[config.mk]
export PLATFORM = sky130hd
export DESIGN_NAME = stereo_feedback_gain_limiter_unit
export DESIGN_NICKNAME = d
export VERILOG_FILES = /design/src/rtl/sfgl_pkg.sv /design/src/rtl/sfgl_serial_unit.sv /design/src/rtl/stereo_feedback_gain_limiter_unit.sv
export SDC_FILE = /design/constraint.sdc
export NUM_CORES = 1
export LEC_CHECK = 0
export BUFFER_PORTS_ARGS = -buffer_cell sky130_fd_sc_hd__clkbuf_2
export CAP_MARGIN = 25
export CORE_MARGIN = 3
export CORE_UTILIZATION = 24
export DETAILED_ROUTE_END_ITERATION = 12
export PLACE_DENSITY_LB_ADDON = 0.05
export RECOVER_POWER = 50
export SYNTH_ARGS = -nofsm -noshare
export SYNTH_HDL_FRONTEND = slang
export SYNTH_HIERARCHICAL = 1
export SYNTH_SLANG_ARGS = --single-unit
[constraint.sdc]
create_clock -name clk -period 6.4 [get_ports clk]
set_input_delay 0.32 -clock clk [delete_from_list [all_inputs] [get_ports clk]]
set_output_delay 0.32 -clock clk [all_outputs]
set_load 0.03 [all_outputs]
[src/rtl/sfgl_pkg.sv]
// shared constants, word types and state codes for the gain limiter
package sfgl_pkg;

  localparam int SAMPLE_BITS    = 24;
  localparam int GAIN_FRAC_BITS = 22;
  localparam int FRAC_BITS      = SAMPLE_BITS - 1;
  localparam int GAIN_BITS      = GAIN_FRAC_BITS + 4;
  localparam int OPND_BITS      = (SAMPLE_BITS + 1 > GAIN_FRAC_BITS + 2) ?
                                  SAMPLE_BITS + 1 : GAIN_FRAC_BITS + 2;
  localparam int MAG_BITS       = 2 * OPND_BITS;
  localparam int PROD_BITS      = MAG_BITS + 1;
  localparam int CNT_BITS       = $clog2(OPND_BITS + 1);
  localparam int DIV_BITS       = 8;

  localparam longint SIN4_Q31 = 64'd1625220983;
  localparam longint S4_MAG   = SIN4_Q31 >> (31 - FRAC_BITS);
  localparam longint OUT_LIM  = ((longint'(1) << FRAC_BITS) * 9999) / 10000;
  localparam longint ONE_F    = longint'(1) << FRAC_BITS;

  localparam logic signed [GAIN_BITS-1:0] GAIN_ONE =
    GAIN_BITS'(longint'(1) << GAIN_FRAC_BITS);
  localparam logic signed [GAIN_BITS-1:0] GAIN_MIN =
    GAIN_BITS'(longint'(1) << (GAIN_FRAC_BITS - 7));
  localparam logic signed [GAIN_BITS-1:0] GAIN_MAX =
    GAIN_BITS'(longint'(2) << GAIN_FRAC_BITS);

  localparam logic [DIV_BITS-1:0] DIV_SIX      = DIV_BITS'(6);
  localparam logic [DIV_BITS-1:0] DIV_ONE_TWENTY = DIV_BITS'(120);

  typedef struct packed {
    logic signed [SAMPLE_BITS-1:0] left_sample;
    logic signed [SAMPLE_BITS-1:0] right_sample;
    logic                          block_end;
  } in_word_t;

  typedef struct packed {
    logic signed [SAMPLE_BITS-1:0] left_result;
    logic signed [SAMPLE_BITS-1:0] right_result;
    logic                          block_end_out;
  } out_word_t;

  typedef enum logic {SU_MUL, SU_DIV} su_op_t;

  typedef struct packed {
    logic                 start;
    su_op_t               op;
    logic                 neg;
    logic [OPND_BITS-1:0] opa;
    logic [OPND_BITS-1:0] opb;
  } su_req_t;

  typedef enum logic [3:0] {
    ST_IDLE, ST_Y, ST_Y2, ST_Y4, ST_A2, ST_A3, ST_A5,
    ST_D6, ST_D120, ST_DELTA, ST_OUT
  } sfgl_state_t;

endpackage

[src/rtl/sfgl_serial_unit.sv]
// bit-serial shift-add multiplier and restoring divider by a small constant
module sfgl_serial_unit import sfgl_pkg::*; (
  input  logic                        clk,
  input  logic                        rst_n,
  input  su_req_t                     req,
  output logic                        done,
  output logic signed [PROD_BITS-1:0] result
);

  logic                        busy_r;
  logic                        fin_r;
  logic                        done_r;
  logic [CNT_BITS-1:0]         cnt_r;
  su_op_t                      op_r;
  logic                        neg_r;
  logic [MAG_BITS-1:0]         acc_r;
  logic [MAG_BITS-1:0]         mcand_r;
  logic [OPND_BITS-1:0]        mplier_r;
  logic [DIV_BITS-1:0]         rem_r;
  logic [DIV_BITS-1:0]         dvsr_r;
  logic signed [PROD_BITS-1:0] result_r;
  logic [DIV_BITS:0]           rem_shift;
  logic                        qbit;
  logic signed [PROD_BITS-1:0] acc_s;

  // one divider step: bring down the next dividend bit
  assign rem_shift = {rem_r, mplier_r[OPND_BITS-1]};
  assign qbit      = (rem_shift >= {1'b0, dvsr_r});
  assign acc_s     = $signed({1'b0, acc_r});

  // control: busy over one pass of the operand bits, then fin_r, then done
  always_ff @(posedge clk) begin
    if (!rst_n) begin
      busy_r <= 1'b0;
      fin_r  <= 1'b0;
      done_r <= 1'b0;
      cnt_r  <= '0;
    end else begin
      done_r <= fin_r;
      fin_r  <= 1'b0;
      if (req.start && !busy_r) begin
        busy_r <= 1'b1;
        cnt_r  <= '0;
      end else if (busy_r) begin
        cnt_r <= cnt_r + CNT_BITS'(1);
        if (cnt_r == CNT_BITS'(OPND_BITS - 1)) begin
          busy_r <= 1'b0;
          fin_r  <= 1'b1;
        end
      end
    end
  end

  // datapath: one multiplier bit or one quotient bit per cycle
  always_ff @(posedge clk) begin
    if (req.start && !busy_r) begin
      op_r     <= req.op;
      neg_r    <= req.neg;
      acc_r    <= '0;
      rem_r    <= '0;
      mcand_r  <= MAG_BITS'(req.opa);
      dvsr_r   <= req.opb[DIV_BITS-1:0];
      mplier_r <= (req.op == SU_MUL) ? req.opb : req.opa;
    end else if (busy_r) begin
      if (op_r == SU_MUL) begin
        if (mplier_r[0]) begin
          acc_r <= acc_r + mcand_r;
        end
        mcand_r  <= mcand_r << 1;
        mplier_r <= mplier_r >> 1;
      end else begin
        rem_r    <= qbit ? DIV_BITS'(rem_shift - {1'b0, dvsr_r}) : rem_shift[DIV_BITS-1:0];
        acc_r    <= {acc_r[MAG_BITS-2:0], qbit};
        mplier_r <= mplier_r << 1;
      end
    end
    if (fin_r) begin
      result_r <= neg_r ? -acc_s : acc_s;
    end
  end

  assign done   = done_r;
  assign result = result_r;

endmodule

[src/rtl/stereo_feedback_gain_limiter_unit.sv]
// stereo feedback gain-rider limiter, top level with step sequencer
//
//  channel | ports                       | moves
//  --------+-----------------------------+-----------------------------
//  input   | in_valid in_stall in_data   | one stereo frame per word
//  output  | out_valid out_stall out_data| limited frame per word
//
// each frame runs up to 18 serial operations (9 per channel) on one shared
// bit-serial unit, 10 fewer when both channels take the loud path.
// reset is synchronous, active low; gain returns to 1.0.
// the result register holds under out_stall; a new frame is taken meanwhile
// and the sequencer waits at its end until the result register is free.
module stereo_feedback_gain_limiter_unit import sfgl_pkg::*; (
  input  logic      clk,
  input  logic      rst_n,
  input  logic      in_valid,
  output logic      in_stall,
  input  in_word_t  in_data,
  output logic      out_valid,
  input  logic      out_stall,
  output out_word_t out_data
);

  sfgl_state_t st_r, st_nxt;
  logic        issued_r;
  logic        ch_r;
  su_req_t     req;
  logic        su_done;
  logic signed [PROD_BITS-1:0] su_res;

  logic signed [SAMPLE_BITS-1:0] xl_r, xr_r, y_r, resl_r, resr_r;
  logic                          be_r;
  logic signed [GAIN_BITS-1:0]   gain_r;
  logic signed [GAIN_BITS-1:0]   gmul_r;
  logic [SAMPLE_BITS-1:0]        y2_r, y4_r, a2_r, a3_r, a5_r, q6_r;
  logic signed [SAMPLE_BITS:0]   s_r;
  logic                          out_valid_r;
  out_word_t                     out_data_r;

  logic signed [SAMPLE_BITS-1:0] x_cur;
  logic signed [OPND_BITS:0]     x_w, y_w, s_w;
  logic [OPND_BITS-1:0]          x_mag, y_mag, s_mag;
  logic [OPND_BITS+1:0]          a_w;
  logic                          a_big;
  logic [OPND_BITS-1:0]          a_op;
  logic signed [SAMPLE_BITS-1:0] y_new;
  logic signed [GAIN_BITS-1:0]   gain_clamped;

  // 2y clamped to the output limit
  function automatic logic signed [SAMPLE_BITS-1:0] limit_out(
    input logic signed [SAMPLE_BITS-1:0] y);
    logic signed [SAMPLE_BITS:0] v;
    logic signed [SAMPLE_BITS:0] lim;
    v   = (SAMPLE_BITS+1)'(y) <<< 1;
    lim = (SAMPLE_BITS+1)'(OUT_LIM);
    if (v > lim) begin
      v = lim;
    end else if (v < -lim) begin
      v = -lim;
    end
    return SAMPLE_BITS'(v);
  endfunction

  // operand magnitudes
  assign x_cur = ch_r ? xr_r : xl_r;
  assign x_w   = (OPND_BITS+1)'(x_cur);
  assign x_mag = OPND_BITS'(x_w < 0 ? -x_w : x_w);
  assign y_w   = (OPND_BITS+1)'(y_r);
  assign y_mag = OPND_BITS'(y_w < 0 ? -y_w : y_w);
  assign s_w   = (OPND_BITS+1)'(s_r);
  assign s_mag = OPND_BITS'(s_w < 0 ? -s_w : s_w);
  assign a_w   = {y_mag, 2'b00};
  assign a_big = (a_w > (OPND_BITS+2)'(ONE_F));
  assign a_op  = OPND_BITS'(a_w);
  assign y_new = SAMPLE_BITS'(su_res >>> (GAIN_FRAC_BITS + 1));

  // gain clamp applied at frame start
  always_comb begin
    gain_clamped = gain_r;
    if (gain_r < GAIN_MIN) begin
      gain_clamped = GAIN_MIN;
    end else if (gain_r > GAIN_MAX) begin
      gain_clamped = GAIN_MAX;
    end
  end

  sfgl_serial_unit u_su (
    .clk    (clk),
    .rst_n  (rst_n),
    .req    (req),
    .done   (su_done),
    .result (su_res)
  );

  // state register
  always_ff @(posedge clk) begin
    if (!rst_n) begin
      st_r <= ST_IDLE;
    end else begin
      st_r <= st_nxt;
    end
  end

  // next state and serial unit request
  always_comb begin
    st_nxt    = st_r;
    req       = '0;
    req.op    = SU_MUL;
    req.start = (st_r != ST_IDLE) && (st_r != ST_OUT) && !issued_r;
    unique case (st_r)
      ST_IDLE: begin
        if (in_valid) st_nxt = ST_Y;
      end
      ST_Y: begin
        req.opa = x_mag;
        req.opb = OPND_BITS'($unsigned(gmul_r));
        req.neg = x_cur < 0;
        if (su_done) st_nxt = ST_Y2;
      end
      ST_Y2: begin
        req.opa = y_mag;
        req.opb = y_mag;
        if (su_done) st_nxt = ST_Y4;
      end
      ST_Y4: begin
        req.opa = OPND_BITS'(y2_r);
        req.opb = OPND_BITS'(y2_r);
        if (su_done) st_nxt = a_big ? ST_DELTA : ST_A2;
      end
      ST_A2: begin
        req.opa = a_op;
        req.opb = a_op;
        if (su_done) st_nxt = ST_A3;
      end
      ST_A3: begin
        req.opa = OPND_BITS'(a2_r);
        req.opb = a_op;
        if (su_done) st_nxt = ST_A5;
      end
      ST_A5: begin
        req.opa = OPND_BITS'(a3_r);
        req.opb = OPND_BITS'(a2_r);
        if (su_done) st_nxt = ST_D6;
      end
      ST_D6: begin
        req.op  = SU_DIV;
        req.opa = OPND_BITS'(a3_r);
        req.opb = OPND_BITS'(DIV_SIX);
        if (su_done) st_nxt = ST_D120;
      end
      ST_D120: begin
        req.op  = SU_DIV;
        req.opa = OPND_BITS'(a5_r);
        req.opb = OPND_BITS'(DIV_ONE_TWENTY);
        if (su_done) st_nxt = ST_DELTA;
      end
      ST_DELTA: begin
        req.opa = s_mag;
        req.opb = OPND_BITS'(y4_r);
        req.neg = s_r < 0;
        if (su_done) st_nxt = ch_r ? ST_OUT : ST_Y;
      end
      ST_OUT: begin
        if (!out_valid_r || !out_stall) st_nxt = ST_IDLE;
      end
      default: st_nxt = ST_IDLE;
    endcase
  end

  // control registers
  always_ff @(posedge clk) begin
    if (!rst_n) begin
      issued_r    <= 1'b0;
      ch_r        <= 1'b0;
      gain_r      <= GAIN_ONE;
      out_valid_r <= 1'b0;
    end else begin
      if (req.start) begin
        issued_r <= 1'b1;
      end else if (su_done) begin
        issued_r <= 1'b0;
      end
      if (st_r == ST_IDLE && in_valid) begin
        ch_r   <= 1'b0;
        gain_r <= gain_clamped;
      end
      if (st_r == ST_DELTA && su_done) begin
        ch_r   <= 1'b1;
        gain_r <= gain_r + GAIN_BITS'(su_res >>> (2 * FRAC_BITS - GAIN_FRAC_BITS));
      end
      if (st_r == ST_OUT && st_nxt == ST_IDLE) begin
        out_valid_r <= 1'b1;
      end else if (!out_stall) begin
        out_valid_r <= 1'b0;
      end
    end
  end

  // step results
  always_ff @(posedge clk) begin
    // both channels scale by the clamped gain taken at frame start
    if (st_r == ST_IDLE && in_valid) begin
      xl_r   <= in_data.left_sample;
      xr_r   <= in_data.right_sample;
      be_r   <= in_data.block_end;
      gmul_r <= gain_clamped;
    end
    if (su_done) begin
      unique case (st_r)
        ST_Y: begin
          y_r <= y_new;
          if (ch_r) resr_r <= limit_out(y_new);
          else      resl_r <= limit_out(y_new);
        end
        ST_Y2: y2_r <= SAMPLE_BITS'(su_res >>> FRAC_BITS);
        ST_Y4: begin
          y4_r <= SAMPLE_BITS'(su_res >>> FRAC_BITS);
          if (a_big) s_r <= -(SAMPLE_BITS+1)'(S4_MAG);
        end
        ST_A2:   a2_r <= SAMPLE_BITS'(su_res >>> FRAC_BITS);
        ST_A3:   a3_r <= SAMPLE_BITS'(su_res >>> FRAC_BITS);
        ST_A5:   a5_r <= SAMPLE_BITS'(su_res >>> FRAC_BITS);
        ST_D6:   q6_r <= SAMPLE_BITS'(su_res);
        ST_D120: s_r  <= $signed({1'b0, SAMPLE_BITS'(a_w)}) - $signed({1'b0, q6_r})
                         + $signed({1'b0, SAMPLE_BITS'(su_res)});
        default: ;
      endcase
    end
    if (st_r == ST_OUT && st_nxt == ST_IDLE) begin
      out_data_r.left_result   <= resl_r;
      out_data_r.right_result  <= resr_r;
      out_data_r.block_end_out <= be_r;
    end
  end

  assign in_stall  = (st_r != ST_IDLE);
  assign out_valid = out_valid_r;
  assign out_data  = out_data_r;

endmodule

==> run_results.csv <==
group,metric,value,unit
timing,slew_viol_final,382,
timing,hold_violations,0,
global_routing,grt_max_degree,134,
flow_run,drv_cap,11,
clocking,clock_path_buffers,3,
clocking,cts_tree,"built",
floorplanning,core,0.130,mm²
worst_setup_path,cp-end-kind,"flip-flop",
timing,tightest_slew,2.80,ns
worst_setup_path,crit_type,"reg -> reg",
timing,finalCritPeriodShare,84.5,%
drt,maxUsedRoutingLayer,"met4",
final_layout,drive_gt1_share,9.12,%
global_routing,grt-ovfl-total,0,
worst_setup_path,cp_slowest_cell,"clkbuf_1",
synth,yosysWarnings,6,
timing,finalClockSkew,0.0279,ns
worst_setup_path,cp_max_fo,28,
worst_setup_path,cpPeakStageDelay,1.52,ns
drt,antenna_left,0,
timing,fmax,0.185,GHz
drt,wl_met3,5280,µm
floorplanning,die-area,0.136,mm²
worst_setup_path,ff2ff_setup_slack,0.99,ns
timing,max_slew_margin,-86.3,%
status,status,"finished with violations",
synth,synth_nets,3081,
worst_setup_path,cp_data_arrival_time,5.88,ns
status,violations,"capacitance limit, slew limit",
timing,finalSetupTns,0,ns
floorplanning,die_w,369,µm
clocking,postCtsSetupBuffers,0,
global_routing,antenna_found_initial,5,
worst_setup_path,startpoint,"ch_r",
final_layout,multiInputGateArea,0.0140,mm²
timing,final-setup-viol-count,0,
final_layout,finish.utilization,28.5,%
pwr,ir_drop,0.169,mV
global_routing,grt_pass1_wl,167000,µm
final_layout,finish.instance_area,0.0372,mm²
final_layout,ff_latch_area,0.0167,mm²
worst_setup_path,cpMostUsedCell,"o21ai_0",
clocking,path_clk_slew,0.06,ns
clocking,clock_latency,0.65,ns
worst_setup_path,crit_path_cell_trace,"clkbuf_1 > inv_1 > o31ai_1 > nand2_1 > o21ai_0 > o21ai_0 > xor2_1 > o211ai_1 > mux2i_1 > a21oi_1",
worst_setup_path,r2r_start,"ch_r",
drt,drcViolationCount,0,
synth,syn_area,0.0317,mm²
final_layout,syn2layout_area_growth,17.4,%
pwr,power.leakage,13.1,nW
place,dp.cells,4643,
clocking,numCtsBuffers,77,
hold_path,whs_path_depth,4,
floorplanning,rows,132,
floorplanning,fp.dieH,369,µm
timing,finalCriticalPeriod,5.41,ns
global_routing,grt_use_total,16.5,%
timing,hold-worst-slack,0.0786,ns
worst_setup_path,rr_worst_depth,10,
place,gp_congestion,0.897,
worst_setup_path,required,6.87,ns
drt,vias_per_cell,4.83,
place,dpl_cell_area,0.0343,mm²
final_layout,fin_cells,4835,
clocking,root_buffer,"clkbuf_16",
synth,syn_area_per_cell,11.0,µm²
drt,routed_wl,114000,µm
timing,rsz0062_at_grt,"false",
clocking,numClockSinks,598,
drt,num_vias,23400,
worst_setup_path,setup.worst_path.start_class,"flip-flop",
drt,drtIter0Drc,1967,
pwr,p_per_area,328,mW/mm²
worst_setup_path,r2r_end,"u_su/mplier_r[20]",
drt,dr_wl_met2,52900,µm
drt,drtPass1Iterations,8,
floorplanning,start_util,24.3,%
drt,avgRoutedWirePerCell,23.6,µm
hold_path,hp-class,"in -> reg",
drt,wl_met1,53600,µm
final_layout,nets,3222,
floorplanning,io_pins,104,
global_routing,grt_pass1_vias,23700,
final_layout,n_fill_cell,13600,
clocking,h-tree-depth,3,
worst_setup_path,crit_end,"u_su/mplier_r[20]",
place,portBuffers,103,
synth,syn_inst,2889,
place,hpwl,85900,µm
[stage by stage]
stage | setup slack [ns] | total power (W)
after floorplan | 1.53 | 0.00701
after global placement | 1.44 | 0.00795
after detailed placement | 1.38 | 0.00797
after CTS | 1.36 | 0.0124
after global routing | 0.560 | 0.0129
final | 0.995 | 0.0122
[registers in the layout, summed over array words and instances (netlist names), 25 cells and up]
register       cells
u_su/acc_r        50
u_su/mcand_r      50
u_su/result       50
out_data          49
gain_r            26
gmul_r            25
s_r               25
u_su/mplier_r     25
[routing by layer]
metal / global-route usage, % / up-vias
li1: - / 11100
met1: 23.0 / 11600
met2: 26.8 / 528
met3: 2.46 / 97
met4: 4.23 / 0
met5: 0 / -
[repair_timing]
action | CTS | global route
endpoints found under the hold margin | 49 | 0
hold buffers | 49 | 0
gates resized for setup | 0 | 0
[power by group]
group / internal [W] / switching [W] / total, W
sequential: 0.00460 / 0.000445 / 0.00505
combinational: 0.00112 / 0.00173 / 0.00285
clock: 0.00251 / 0.00178 / 0.00429
[worst max-delay path: cells and delay by family (launching register included)]
family          cells  cell delay (ns)
buf+inv             2             2.16
compound gates      5             1.90
flops               1             0.68
xor+xnor            1             0.21
mux                 1             0.16
simple gates        1             0.08
[layout by cell type, fill, tap and decap left out, types with 35 or more instances in the layout]
cell / instances
nand2_1: 246
edfxtp_1: 474
nor3_1: 38
nor2_1: 146
a21o_1: 48
xnor2_1: 138
inv_1: 122
o211ai_1: 62
dlygate4sd3_1: 49
clkbuf_16: 77
ha_1: 113
o21ai_0: 173
a211oi_1: 35
xor2_1: 64
clkbuf_1: 92
a21oi_1: 221
buf_4: 38
dfxtp_1: 123
nand3_1: 48
clkbuf_2: 51
mux2i_1: 64
nor2b_1: 52
[worst min-delay path by stage]
stage,start,to,slack (ns)
2_1_floorplan,be_r,out_data[0],0.40
3_3_place_gp,resr_r[1],out_data[2],0.40
3_5_place_dp,be_r,out_data[0],0.40
4_1_cts,out_stall,out_valid,0.002
5_1_grt,out_stall,out_valid,0.09
6_report,out_stall,out_valid,0.08
[layout make-up]
cell class | instances | area share, %
flip-flops and latches | 598 | 45.0
multi-input cells | 2019 | 37.6
well taps | 1742 | 5.87
clock buffers | 101 | 5.48
repair buffers | 210 | 3.58
inverters | 124 | 1.26
clock inverters | 40 | 1.17
diodes | 1 | 0.00674
No activity file was read; power rests on OpenSTA's default activity.
